[config.mk]
export PLATFORM = sky130hd
export DESIGN_NAME = four_axis_setpoint_ramp_core_flat
export DESIGN_NICKNAME = d
export VERILOG_FILES = /design/src/rtl/fsr_pkg.sv /design/src/rtl/fsr_channels.sv /design/src/rtl/four_axis_setpoint_ramp_core.sv /design/src/rtl/fsr_lane.sv /design/src/rtl/fsr_merge.sv /design/src/flat_wrapper.sv
export SDC_FILE = /design/constraint.sdc
export NUM_CORES = 2
export LEC_CHECK = 0
export BUFFER_PORTS_ARGS = -buffer_cell sky130_fd_sc_hd__buf_2
export CORE_MARGIN = 2
export CORE_UTILIZATION = 55
export CTS_CLUSTER_SIZE = 16
export DETAILED_ROUTE_END_ITERATION = 6
export GPL_TIMING_DRIVEN = 0
export PLACE_DENSITY = 0.83
export SYNTH_ARGS = -nofsm -noshare
export SYNTH_HDL_FRONTEND = slang
export SYNTH_SLANG_ARGS = --single-unit
export TNS_END_PERCENT = 100
[constraint.sdc]
create_clock -name clk -period 21.8 [get_ports clk]
set_input_delay 4.36 -clock clk [delete_from_list [all_inputs] [get_ports clk]]
set_output_delay 4.36 -clock clk [all_outputs]
set_load 0.005 [all_outputs]
[src/rtl/fsr_pkg.sv]
// Shared types and codes for the four-axis setpoint ramp.
package fsr_pkg;

  localparam int NUM_AXES = 4;
  localparam int CFG_DATA_BITS = 64;
  localparam int CFG_INDEX_BITS = 3;
  localparam int MASK_BITS = 16;
  localparam int FIELD_BITS = 16;

  typedef enum logic [1:0] {
    CMD_TICK  = 2'd0,
    CMD_SET   = 2'd1,
    CMD_START = 2'd2,
    CMD_STOP  = 2'd3
  } cmd_code_t;

  typedef enum logic [1:0] {
    SEND_NONE  = 2'd0,
    SEND_BODY  = 2'd1,
    SEND_VALUE = 2'd2
  } send_kind_t;

  typedef enum logic [CFG_INDEX_BITS-1:0] {
    REG_INIT = 3'd0,
    REG_MAX  = 3'd1,
    REG_MIN  = 3'd2,
    REG_STEP = 3'd3,
    REG_MASK = 3'd4
  } cfg_reg_t;

  typedef struct packed {
    logic [1:0]                   command;
    logic signed [FIELD_BITS-1:0] target_x;
    logic signed [FIELD_BITS-1:0] target_y;
    logic signed [FIELD_BITS-1:0] target_z;
    logic signed [FIELD_BITS-1:0] target_theta;
    logic [3:0]                   walk_mode;
    logic [3:0]                   sensor_select;
  } cmd_word_t;

  typedef struct packed {
    logic                         accepted;
    logic [1:0]                   send_kind;
    logic signed [FIELD_BITS-1:0] pos_x;
    logic signed [FIELD_BITS-1:0] pos_y;
    logic signed [FIELD_BITS-1:0] pos_z;
    logic signed [FIELD_BITS-1:0] pos_theta;
    logic [3:0]                   mode_out;
    logic [3:0]                   sensor_out;
  } res_word_t;

  typedef struct packed {
    logic       running;
    logic       target_valid;
    logic [3:0] stored_mode;
    logic [3:0] stored_sensor;
  } ctl_state_t;

  // Per-lane control strobes from the top level.
  typedef struct packed {
    logic step;
    logic tgt_write;
    logic tgt_from_req;
    logic load;
  } lane_ctrl_t;

  // Per-lane status toward the merge stage.
  typedef struct packed {
    logic same;
    logic bad;
  } lane_stat_t;

  // What the merge stage decided for the current word.
  typedef struct packed {
    logic tick_ok;
    logic tgt_write;
    logic tgt_from_req;
    logic tv_set;
    logic start_ok;
    logic stop_ok;
  } decision_t;

endpackage

[src/rtl/fsr_channels.sv]
// Handshake channels of the setpoint ramp: command, result and configuration.
interface fsr_cmd_if;
  logic              valid;
  logic              ready;
  logic [1:0]        command;
  logic signed [15:0] target_x;
  logic signed [15:0] target_y;
  logic signed [15:0] target_z;
  logic signed [15:0] target_theta;
  logic [3:0]        walk_mode;
  logic [3:0]        sensor_select;

  modport source (output valid, command, target_x, target_y, target_z, target_theta,
                  walk_mode, sensor_select, input ready);
  modport sink (input valid, command, target_x, target_y, target_z, target_theta,
                walk_mode, sensor_select, output ready);
endinterface

interface fsr_res_if;
  logic              valid;
  logic              ready;
  logic              accepted;
  logic [1:0]        send_kind;
  logic signed [15:0] pos_x;
  logic signed [15:0] pos_y;
  logic signed [15:0] pos_z;
  logic signed [15:0] pos_theta;
  logic [3:0]        mode_out;
  logic [3:0]        sensor_out;

  modport source (output valid, accepted, send_kind, pos_x, pos_y, pos_z, pos_theta,
                  mode_out, sensor_out, input ready);
  modport sink (input valid, accepted, send_kind, pos_x, pos_y, pos_z, pos_theta,
                mode_out, sensor_out, output ready);
endinterface

interface fsr_cfg_if;
  logic        valid;
  logic        ready;
  logic [2:0]  index;
  logic [63:0] data;

  modport source (output valid, index, data, input ready);
  modport sink (input valid, index, data, output ready);
endinterface

[src/rtl/four_axis_setpoint_ramp_core.sv]
// Top level of the four-axis setpoint ramp: lanes, merge, control state and output skid.
//
//  channel  dir  handshake          payload
//  cfg      in   cfg.valid/ready    index (register 0..4), data (64 bits)
//  cmd      in   cmd.valid/ready    command, target_x/y/z/theta, walk_mode, sensor_select
//  res      out  res.valid/ready    accepted, send_kind, pos_x/y/z/theta, mode_out, sensor_out
//
// For every command word the four lanes step, clamp and check limits in
// parallel, the merge stage reduces their flags, and the result is registered.
// One word per cycle is sustained while the skid is not full; the output register plus a one-word skid let a
// new word enter while a finished result still waits on res.ready.
// Reset (rst, synchronous) clears positions, targets, running, target_valid, the stored
// modes and all configuration registers; cfg.ready is always high.
// A stalled result holds in the output register; cmd.ready drops only while the skid is full.
module four_axis_setpoint_ramp_core
  import fsr_pkg::*;
#(
  parameter int VALUE_BITS = 16
) (
  input  logic       clk,
  input  logic       rst,
  fsr_cfg_if.sink    cfg,
  fsr_cmd_if.sink    cmd,
  fsr_res_if.source  res
);

  localparam int VB = VALUE_BITS;
  localparam int EXT_BITS = 32;

  // Take lane n of a packed register; lanes past bit 63 read as zero.
  function automatic logic [VB-1:0] lane_of(input logic [CFG_DATA_BITS-1:0] r,
                                            input int n);
    logic [CFG_DATA_BITS-1:0] s;
    s = r >> (n * VB);
    return s[VB-1:0];
  endfunction

  // Zero-extend a 16-bit field and keep its low VB bits, as the lanes see it.
  function automatic logic [VB-1:0] req_of(input logic [FIELD_BITS-1:0] f);
    logic [EXT_BITS-1:0] e;
    e = {{(EXT_BITS - FIELD_BITS){1'b0}}, f};
    return e[VB-1:0];
  endfunction

  // Configuration registers.
  logic [CFG_DATA_BITS-1:0] init_values;
  logic [CFG_DATA_BITS-1:0] max_values;
  logic [CFG_DATA_BITS-1:0] min_values;
  logic [CFG_DATA_BITS-1:0] step_values;
  logic [MASK_BITS-1:0]     continuous_mode_mask;

  ctl_state_t st;
  cmd_word_t  cmd_word;
  decision_t  dec;
  res_word_t  res_new;

  logic       cfg_wr;
  logic       cfg_init_wr;
  logic       acc_in;
  logic       drain;

  lane_ctrl_t           lane_ctrl;
  lane_stat_t           stat    [NUM_AXES];
  logic signed [VB-1:0] pos_cur [NUM_AXES];
  logic signed [VB-1:0] pos_new [NUM_AXES];
  logic signed [VB-1:0] init_l  [NUM_AXES];
  logic signed [VB-1:0] max_l   [NUM_AXES];
  logic signed [VB-1:0] min_l   [NUM_AXES];
  logic        [VB-1:0] step_l  [NUM_AXES];
  logic signed [VB-1:0] req_l   [NUM_AXES];
  logic signed [VB-1:0] load_l  [NUM_AXES];

  // Output register and skid.
  logic      out_valid;
  res_word_t out_data;
  logic      skid_valid;
  res_word_t skid_data;

  assign cfg.ready   = 1'b1;
  assign cfg_wr      = cfg.valid && cfg.ready;
  assign cfg_init_wr = cfg_wr && (cfg_reg_t'(cfg.index) == REG_INIT);

  assign cmd.ready = !skid_valid;
  assign acc_in    = cmd.valid && cmd.ready;
  assign drain     = out_valid && res.ready;

  assign cmd_word.command       = cmd.command;
  assign cmd_word.target_x      = cmd.target_x;
  assign cmd_word.target_y      = cmd.target_y;
  assign cmd_word.target_z      = cmd.target_z;
  assign cmd_word.target_theta  = cmd.target_theta;
  assign cmd_word.walk_mode     = cmd.walk_mode;
  assign cmd_word.sensor_select = cmd.sensor_select;

  assign req_l[0] = req_of(cmd.target_x);
  assign req_l[1] = req_of(cmd.target_y);
  assign req_l[2] = req_of(cmd.target_z);
  assign req_l[3] = req_of(cmd.target_theta);

  // Lane strobes: only act on an accepted word; an idle init write reloads positions.
  assign lane_ctrl.step         = acc_in && dec.tick_ok;
  assign lane_ctrl.tgt_write    = acc_in && dec.tgt_write;
  assign lane_ctrl.tgt_from_req = dec.tgt_from_req;
  assign lane_ctrl.load         = (acc_in && (dec.start_ok || dec.stop_ok)) ||
                                  (cfg_init_wr && !st.running);

  for (genvar n = 0; n < NUM_AXES; n++) begin : g_lane
    assign init_l[n] = lane_of(init_values, n);
    assign max_l[n]  = lane_of(max_values, n);
    assign min_l[n]  = lane_of(min_values, n);
    assign step_l[n] = lane_of(step_values, n);
    assign load_l[n] = cfg_init_wr ? lane_of(cfg.data, n) : init_l[n];

    fsr_lane #(
      .VB (VB)
    ) u_lane (
      .clk      (clk),
      .rst      (rst),
      .ctrl     (lane_ctrl),
      .req      (req_l[n]),
      .init_l   (init_l[n]),
      .max_l    (max_l[n]),
      .min_l    (min_l[n]),
      .step_l   (step_l[n]),
      .load_val (load_l[n]),
      .pos_q    (pos_cur[n]),
      .pos_step (pos_new[n]),
      .stat     (stat[n])
    );
  end

  fsr_merge #(
    .VB (VB)
  ) u_merge (
    .cmd_word  (cmd_word),
    .st        (st),
    .mode_mask (continuous_mode_mask),
    .stat      (stat),
    .pos_cur   (pos_cur),
    .pos_new   (pos_new),
    .init_l    (init_l),
    .dec       (dec),
    .res       (res_new)
  );

  // Configuration registers: take every write, drop unknown indexes.
  always_ff @(posedge clk) begin
    if (rst) begin
      init_values          <= '0;
      max_values           <= '0;
      min_values           <= '0;
      step_values          <= '0;
      continuous_mode_mask <= '0;
    end else if (cfg_wr) begin
      unique case (cfg.index)
        REG_INIT: init_values          <= cfg.data;
        REG_MAX:  max_values           <= cfg.data;
        REG_MIN:  min_values           <= cfg.data;
        REG_STEP: step_values          <= cfg.data;
        REG_MASK: continuous_mode_mask <= cfg.data[MASK_BITS-1:0];
        default: begin
        end
      endcase
    end
  end

  // Control state: start always latches the modes; running follows start and stop; a set marks the target valid.
  always_ff @(posedge clk) begin
    if (rst) begin
      st <= '0;
    end else if (acc_in) begin
      if (cmd_code_t'(cmd.command) == CMD_START) begin
        st.stored_mode   <= cmd.walk_mode;
        st.stored_sensor <= cmd.sensor_select;
      end
      if (dec.tv_set) begin
        st.target_valid <= 1'b1;
      end
      if (dec.start_ok) begin
        st.running <= 1'b1;
      end else if (dec.stop_ok) begin
        st.running <= 1'b0;
      end
    end
  end

  // Output register with one-word skid.
  always_ff @(posedge clk) begin
    if (rst) begin
      out_valid  <= 1'b0;
      skid_valid <= 1'b0;
    end else if (drain) begin
      if (skid_valid) begin
        out_data   <= skid_data;
        skid_valid <= 1'b0;
      end else if (acc_in) begin
        out_data <= res_new;
      end else begin
        out_valid <= 1'b0;
      end
    end else if (acc_in) begin
      if (!out_valid) begin
        out_data  <= res_new;
        out_valid <= 1'b1;
      end else begin
        skid_data  <= res_new;
        skid_valid <= 1'b1;
      end
    end
  end

  assign res.valid      = out_valid;
  assign res.accepted   = out_data.accepted;
  assign res.send_kind  = out_data.send_kind;
  assign res.pos_x      = out_data.pos_x;
  assign res.pos_y      = out_data.pos_y;
  assign res.pos_z      = out_data.pos_z;
  assign res.pos_theta  = out_data.pos_theta;
  assign res.mode_out   = out_data.mode_out;
  assign res.sensor_out = out_data.sensor_out;

  // A full skid always sits behind a full output register.
  a_skid_behind_out: assert property (@(posedge clk) disable iff (rst)
    skid_valid |-> out_valid)
    else $error("skid holds a word while the output register is empty");

  // A successful start leaves the block running.
  a_start_runs: assert property (@(posedge clk) disable iff (rst)
    (acc_in && dec.start_ok) |=> st.running)
    else $error("start accepted but block not running");

  // A successful stop leaves the block idle.
  a_stop_idles: assert property (@(posedge clk) disable iff (rst)
    (acc_in && dec.stop_ok) |=> !st.running)
    else $error("stop accepted but block still running");

  // Continuous values never carry a walking mode.
  a_value_no_mode: assert property (@(posedge clk) disable iff (rst)
    (out_valid && out_data.send_kind == SEND_VALUE) |-> (out_data.mode_out == '0))
    else $error("continuous value carries a walking mode");

  // Results with something sent were accepted.
  a_sent_accepted: assert property (@(posedge clk) disable iff (rst)
    (out_valid && out_data.send_kind != SEND_NONE) |-> out_data.accepted)
    else $error("sent result not marked accepted");

endmodule

[src/rtl/fsr_lane.sv]
// One axis lane: position and target registers, step, clamp and limit check.
module fsr_lane
  import fsr_pkg::*;
#(
  parameter int VB = 16
) (
  input  logic                 clk,
  input  logic                 rst,
  input  lane_ctrl_t           ctrl,
  input  logic signed [VB-1:0] req,
  input  logic signed [VB-1:0] init_l,
  input  logic signed [VB-1:0] max_l,
  input  logic signed [VB-1:0] min_l,
  input  logic        [VB-1:0] step_l,
  input  logic signed [VB-1:0] load_val,
  output logic signed [VB-1:0] pos_q,
  output logic signed [VB-1:0] pos_step,
  output lane_stat_t           stat
);

  localparam int W = VB + 2;

  logic signed [VB-1:0] tgt;
  logic signed [VB-1:0] tgt_src;
  logic signed [VB-1:0] tgt_clamped;
  logic signed [W-1:0]  v_w;
  logic signed [W-1:0]  e_w;
  logic signed [W-1:0]  one_w;
  logic signed [W-1:0]  lo_w;
  logic signed [W-1:0]  hi_w;
  logic signed [W-1:0]  up_w;
  logic signed [W-1:0]  dn_w;

  assign v_w   = W'(pos_q);
  assign e_w   = W'(tgt);
  assign one_w = $signed({2'b00, step_l});
  assign lo_w  = e_w - one_w;
  assign hi_w  = e_w + one_w;
  assign up_w  = v_w + one_w;
  assign dn_w  = v_w - one_w;

  // Move one step toward the target, snap once within a step.
  always_comb begin
    if (v_w < lo_w) begin
      pos_step = up_w[VB-1:0];
    end else if (v_w > hi_w) begin
      pos_step = dn_w[VB-1:0];
    end else begin
      pos_step = tgt;
    end
  end

  assign tgt_src = ctrl.tgt_from_req ? req : tgt;

  always_comb begin
    if (tgt_src < min_l) begin
      tgt_clamped = min_l;
    end else if (tgt_src > max_l) begin
      tgt_clamped = max_l;
    end else begin
      tgt_clamped = tgt_src;
    end
  end

  assign stat.same = (req == tgt);
  assign stat.bad  = (max_l < min_l) || (init_l < min_l) || (init_l > max_l);

  always_ff @(posedge clk) begin
    if (rst) begin
      pos_q <= '0;
      tgt   <= '0;
    end else begin
      if (ctrl.load) begin
        pos_q <= load_val;
      end else if (ctrl.step) begin
        pos_q <= pos_step;
      end
      if (ctrl.tgt_write) begin
        tgt <= tgt_clamped;
      end
    end
  end

endmodule

[src/rtl/fsr_merge.sv]
// Merge stage: combine lane status, decide the command and build the result word.
module fsr_merge
  import fsr_pkg::*;
#(
  parameter int VB = 16
) (
  input  cmd_word_t            cmd_word,
  input  ctl_state_t           st,
  input  logic [MASK_BITS-1:0] mode_mask,
  input  lane_stat_t           stat [NUM_AXES],
  input  logic signed [VB-1:0] pos_cur [NUM_AXES],
  input  logic signed [VB-1:0] pos_new [NUM_AXES],
  input  logic signed [VB-1:0] init_l [NUM_AXES],
  output decision_t            dec,
  output res_word_t            res
);

  logic                  all_same;
  logic                  any_bad;
  logic                  cont_new;
  logic                  cont_stored;
  logic signed [VB-1:0]  pv [NUM_AXES];
  logic signed [31:0]    pv_w [NUM_AXES];

  always_comb begin
    all_same = 1'b1;
    any_bad  = 1'b0;
    for (int n = 0; n < NUM_AXES; n++) begin
      all_same = all_same & stat[n].same;
      any_bad  = any_bad | stat[n].bad;
    end
  end

  assign cont_new    = mode_mask[cmd_word.walk_mode];
  assign cont_stored = mode_mask[st.stored_mode];

  always_comb begin
    dec = '0;
    res = '0;
    for (int n = 0; n < NUM_AXES; n++) begin
      pv[n] = '0;
    end
    unique case (cmd_code_t'(cmd_word.command))
      CMD_TICK: begin
        if (st.running) begin
          dec.tick_ok    = 1'b1;
          res.accepted   = 1'b1;
          res.send_kind  = SEND_VALUE;
          res.sensor_out = st.stored_sensor;
          pv             = pos_new;
        end
      end
      CMD_SET: begin
        if (all_same && st.target_valid) begin
          res.accepted = 1'b1;
        end else begin
          dec.tgt_write    = 1'b1;
          dec.tgt_from_req = 1'b1;
          dec.tv_set       = 1'b1;
          res.accepted     = !any_bad;
        end
      end
      CMD_START: begin
        if (cont_new && !st.running) begin
          dec.tgt_write = 1'b1;
          if (!any_bad && st.target_valid) begin
            dec.start_ok   = 1'b1;
            res.accepted   = 1'b1;
            res.send_kind  = SEND_BODY;
            res.mode_out   = cmd_word.walk_mode;
            res.sensor_out = cmd_word.sensor_select;
            pv             = init_l;
          end
        end
      end
      CMD_STOP: begin
        if (cont_stored && st.running) begin
          dec.stop_ok    = 1'b1;
          res.accepted   = 1'b1;
          res.send_kind  = SEND_BODY;
          res.mode_out   = st.stored_mode;
          res.sensor_out = st.stored_sensor;
          pv             = pos_cur;
        end
      end
      default: begin
      end
    endcase
    // Report the low 16 bits of each sign-extended lane value.
    for (int n = 0; n < NUM_AXES; n++) begin
      pv_w[n] = 32'(pv[n]);
    end
    res.pos_x     = pv_w[0][FIELD_BITS-1:0];
    res.pos_y     = pv_w[1][FIELD_BITS-1:0];
    res.pos_z     = pv_w[2][FIELD_BITS-1:0];
    res.pos_theta = pv_w[3][FIELD_BITS-1:0];
  end

endmodule

[src/flat_wrapper.sv]
// flat-port wrapper written by rule: the top's interface ports become plain ports
module four_axis_setpoint_ramp_core_flat import fsr_pkg::*;
#(
  parameter int VALUE_BITS = 16
)
  (clk, rst, cfg_valid, cfg_index, cfg_data, cfg_ready, cmd_valid, cmd_command, cmd_target_x, cmd_target_y, cmd_target_z, cmd_target_theta, cmd_walk_mode, cmd_sensor_select, cmd_ready, res_valid, res_accepted, res_send_kind, res_pos_x, res_pos_y, res_pos_z, res_pos_theta, res_mode_out, res_sensor_out, res_ready);
  fsr_cfg_if cfg_i ();
  fsr_cmd_if cmd_i ();
  fsr_res_if res_i ();
  input  logic clk;
  input  logic rst;
  input wire logic [$bits(cfg_i.valid)-1:0] cfg_valid;
  input wire logic [$bits(cfg_i.index)-1:0] cfg_index;
  input wire logic [$bits(cfg_i.data)-1:0] cfg_data;
  output wire logic [$bits(cfg_i.ready)-1:0] cfg_ready;
  input wire logic [$bits(cmd_i.valid)-1:0] cmd_valid;
  input wire logic [$bits(cmd_i.command)-1:0] cmd_command;
  input wire logic [$bits(cmd_i.target_x)-1:0] cmd_target_x;
  input wire logic [$bits(cmd_i.target_y)-1:0] cmd_target_y;
  input wire logic [$bits(cmd_i.target_z)-1:0] cmd_target_z;
  input wire logic [$bits(cmd_i.target_theta)-1:0] cmd_target_theta;
  input wire logic [$bits(cmd_i.walk_mode)-1:0] cmd_walk_mode;
  input wire logic [$bits(cmd_i.sensor_select)-1:0] cmd_sensor_select;
  output wire logic [$bits(cmd_i.ready)-1:0] cmd_ready;
  output wire logic [$bits(res_i.valid)-1:0] res_valid;
  output wire logic [$bits(res_i.accepted)-1:0] res_accepted;
  output wire logic [$bits(res_i.send_kind)-1:0] res_send_kind;
  output wire logic [$bits(res_i.pos_x)-1:0] res_pos_x;
  output wire logic [$bits(res_i.pos_y)-1:0] res_pos_y;
  output wire logic [$bits(res_i.pos_z)-1:0] res_pos_z;
  output wire logic [$bits(res_i.pos_theta)-1:0] res_pos_theta;
  output wire logic [$bits(res_i.mode_out)-1:0] res_mode_out;
  output wire logic [$bits(res_i.sensor_out)-1:0] res_sensor_out;
  input wire logic [$bits(res_i.ready)-1:0] res_ready;
  assign cfg_i.valid = cfg_valid;
  assign cfg_i.index = cfg_index;
  assign cfg_i.data = cfg_data;
  assign cfg_ready = cfg_i.ready;
  assign cmd_i.valid = cmd_valid;
  assign cmd_i.command = cmd_command;
  assign cmd_i.target_x = cmd_target_x;
  assign cmd_i.target_y = cmd_target_y;
  assign cmd_i.target_z = cmd_target_z;
  assign cmd_i.target_theta = cmd_target_theta;
  assign cmd_i.walk_mode = cmd_walk_mode;
  assign cmd_i.sensor_select = cmd_sensor_select;
  assign cmd_ready = cmd_i.ready;
  assign res_valid = res_i.valid;
  assign res_accepted = res_i.accepted;
  assign res_send_kind = res_i.send_kind;
  assign res_pos_x = res_i.pos_x;
  assign res_pos_y = res_i.pos_y;
  assign res_pos_z = res_i.pos_z;
  assign res_pos_theta = res_i.pos_theta;
  assign res_mode_out = res_i.mode_out;
  assign res_sensor_out = res_i.sensor_out;
  assign res_i.ready = res_ready;
  four_axis_setpoint_ramp_core #(.VALUE_BITS(VALUE_BITS)) u_core (.clk(clk), .rst(rst), .cfg(cfg_i), .cmd(cmd_i), .res(res_i));
endmodule
==> metrics.md <==
| Metric | Value |
|---|---|
| Leak Pwr | `22.1 nW` |
| Cells on Worst Hold Path | `2` |
| Vias per Instance | `6.59` |
| Post-CTS Setup Bufs | `0` |
| Total grt overflow | `0` |
| Cell count after synthesis | `5,753` |
| Yosys warning count | `0` |
| Critical Path Sink Type | `flip-flop` |
| Comb pwr share | `25.4%` |
| VDD IR max | `0.0000671 V` |
| Die H | `298 µm` |
| Power share of the clock group | `39.0%` |
| Total of fill cells in the finished design | `7,738` |
| Leading cell types in the layout, fill and taps excluded | `nand2_1, ha_1, a21oi_1` |
| Drt pass-1 iters | `7` |
| Routed wl met3 | `26.0 mm` |
| Failing checks | `DRC, capacitance limit, slew limit` |
| Max incr delay on CP | `0.78 ns` |
| Slew HR | `-11.6%` |
| Hold/Removal Path Class | `flip-flop to flip-flop` |
| Root buffer cell | `clkbuf_16` |
| Fin crit share | `54.3%` |
| Total wire length | `208 mm` |
| Crit path cell chain | `buf_2 > xnor2_1 > nand4_1 > nor4_1 > nand4_1 > o21ai_2 > buf_2 > buf_2 > buf_2 > o21ai_0 > ha_1 > a21o_1 > a21o_1 > a21oi_1 > nor2b_1 > o21ai_0 > o21ai_0 > o41ai_2 > clkbuf_1 > mux2_2 > mux2i_1 > o21ai_0` |
| Synth Area per Inst | `8.26 µm²` |
| Tot GR Track Use | `45.3%` |
| Placed Cells | `7,135` |
| Gpl congestion | `1.05` |
| M1 wire length | `81.9 mm` |
| Primary FF master, synth | `dfxtp_1` |
| Die ar. | `88,700 µm²` |
| Sequential Power Share | `35.6%` |
| Worst R2R Setup Slack | `13.24 ns` |
| Core area | `85,400 µm²` |
| Achievable frequency | `84.5 MHz` |
| Hold-fix buffer count after cts | `0` |
| Setup WS pre-CTS | `9.77 ns` |
| Core Rows | `107` |
| CTS tree | `done` |
| Clk sinks | `562` |
| Cell variety after synth | `99` |
| Run status | `finished with violations` |
| Syn Std Cell Area | `47,500 µm²` |
| H-tree depth | `3` |
| Final Worst Setup Slack | `9.97 ns` |
| Power Dens Cells | `59.4 nW/µm²` |
| R2R cell count | `21` |
| Antenna viol nets, final | `0` |
| Port buffer count | `220` |
| Vias in the first global route | `45,046` |
| Clock Latency Late Sink | `0.67 ns` |
| Nature of the critical path startpoint | `primary input` |
| RSZ-0062 raised after global routing | `no` |
| #FFs+latches synth | `562` |
| Area growth syn-to-layout | `10.8%` |
| CTS buffer count | `68` |
| Final Hold Viols | `0` |
| Starting Density | `55.6%` |
| Final Skew | `0.0321 ns` |
| Pins over their slew limit | `20` |
| Worst Tran Pin Value | `1.67 ns` |
| Met2 WL | `85.4 mm` |
| Drt drc | `5` |
| Cell Count, Final, Fillers Out | `7,276` |
| Worst endpoint required time | `22.31 ns` |
| Hold slack | `0.461 ns` |
| Final setup fails | `0` |
| Initial antenna violation count | `24` |
| P_int | `2.06 mW` |
| CTS clk-pin slew, worst paths | `0.06 ns` |
| Wire per inst | `28.6 µm` |
| CTS-repair resized insts | `0` |
| Die width | `298 µm` |
| CP Data Arrival Time | `12.34 ns` |
| First-pass GRT wire length | `299 mm` |
| Final net count | `6,928` |
| Post-DP HPWL | `166 mm` |
| Switching pwr | `1.06 mW` |
| CP Class | `primary input to flip-flop` |
| Ratio of cells with drive above 1 in the final layout | `9.16%` |
| Commonest non-fill, non-tap cell in the layout | `nand2_1` |
| Post-route minimum period | `11.83 ns` |
| Switching part of the total | `34.0%` |
| Max cap viols | `3` |
| Maximum clock path buffer count | `3` |
| CP Max Fanout | `10` |
| I/O pin cnt | `224` |
| Number of flops mapped to enable cells by yosys | `150` |
| Top sig layer | `met5` |
| Seq/Total Area, Yosys | `26.8%` |
| Synth Net Count | `6,620` |
| Via count | `47,958` |
| DR iter-0 viols | `6,537` |
| Total power draw | `3.12 mW` |
| Post-synth ARST share | `0%` |
| Slowest cell on the critical path | `o41ai_2` |
| Largest net degree at the start of global routing | `42` |
[critical path: cells and delay by family]
kind | cells | cell delay (ns)
xor gates and xnor gates | 1 | 0.57
AOI/OAI and AO/OA | 9 | 3.00
and+or+nand+nor | 4 | 1.40
adders and majority gates | 1 | 0.38
muxes | 2 | 0.59
buffers and inverters | 5 | 2.03
[metal layers]
metal / GRT usage (%) / up-vias
met2: 65.9 / 3070
met5: 0 / -
li1: - / 21492
met4: 27.9 / 10
met1: 59.4 / 22695
met3: 12.7 / 691
[cell usage after synthesis, drive strengths merged (11+ instances only)]
library cell	n	area [µm²]
a22oi	41	308
a22o	39	342
or2	16	100
o22ai	14	87.6
o221ai	39	392
and3	41	257
nand3	91	455
o21ai	269	1350
mux2i	98	981
o31ai	24	180
a31oi	71	450
a21oi	560	2810
a211o	21	184
o31a	16	140
clkbuf	227	853
a2111oi	12	105
inv	378	1420
edfxtp	150	4500
nor2b	119	744
a211oi	46	345
buf	45	244
fa	16	320
and4	11	96.3
o21a	46	345
a221oi	31	272
nand2b	66	413
or3	21	136
o2111ai	11	96.3
o211ai	59	448
o32a	11	110
nor2	293	1100
xnor2	148	1300
nor4	16	106
a21o	133	998
a221o	69	691
nand4	78	488
nor3	128	657
mux2	116	1310
xor2	23	201
dfxtp	412	8250
o21bai	49	368
and2	41	257
ha	705	8820
nand2	807	3030
[power by group through the flow]
stage / Clock (mW) / Sequential (mW) / Combinational, mW
2_1_floorplan: 0 / 1.13 / 0.484
3_3_place_gp: 0 / 1.14 / 0.747
3_5_place_dp: 0 / 1.13 / 0.756
4_1_cts: 1.21 / 1.11 / 0.761
5_1_grt: 1.25 / 1.11 / 0.836
6_report: 1.22 / 1.11 / 0.792
[per-stage QoR]
stage	util, %	cell area [µm²]	setup TNS, ns
2_1_floorplan	-	47500	0
6_report	61.6	52600	0
5_1_grt	61.6	52600	0
3_5_place_dp	58.8	50200	0
4_1_cts	61.5	52600	0
3_3_place_gp	58.6	50000	-339.98
[state kept, by name, indices dropped and copies added, names as in the netlist, 64 cells and up]
signal,count
u_core.step_values,64
u_core.max_values,64
u_core.init_values,64
u_core.skid_data,75
u_core.min_values,64
u_core.g_lane.u_lane.pos_q,64
u_core.g_lane.u_lane.tgt,64
[final timing paths]
kind,start,endpoint
hold reg to reg,u_core.st[2]$_SDFFE_PP0P_,u_core.st[2]$_SDFFE_PP0P_
hold / removal,u_core.st[2]$_SDFFE_PP0P_,u_core.st[2]$_SDFFE_PP0P_
setup reg to reg,u_core.g_lane[0].u_lane.tgt[2]$_SDFFE_PP0P_,u_core.g_lane[2].u_lane.tgt[11]$_SDFFE_PP0P_
setup / recovery,cmd_target_x[2],u_core.g_lane[2].u_lane.tgt[11]$_SDFFE_PP0P_
[cell families (layout without fill, tap and decap cells)]
group | after synthesis | after routing | share of synthesized area, %
other | 1 | 18 | 0.00790
XOR/XNOR | 171 | 171 | 3.15
AO/OA/AOI/OAI | 1656 | 1656 | 23.0
adder cells (fa/ha/maj) | 721 | 721 | 19.2
AND/OR/NAND/NOR | 1765 | 1765 | 17.1
multiplexers | 224 | 224 | 5.29
buffers and inverters | 653 | 1015 | 5.33
flip-flops | 562 | 562 | 26.8
[area by class of cell]
class	instances	area, µm²	share of cell area (%)
Buffer	272	1100	2.09
Antenna cell	17	42.5	0.0809
Clock inverter	29	385	0.732
Tap cell	1144	1430	2.72
Clock buffer	95	1950	3.70
Sequential cell	562	12800	24.2
Timing Repair Buffer	238	1280	2.44
Inverter	381	1430	2.72
Multi-Input combinational cell	4538	32200	61.3
(Power assumes the default switching activity.)
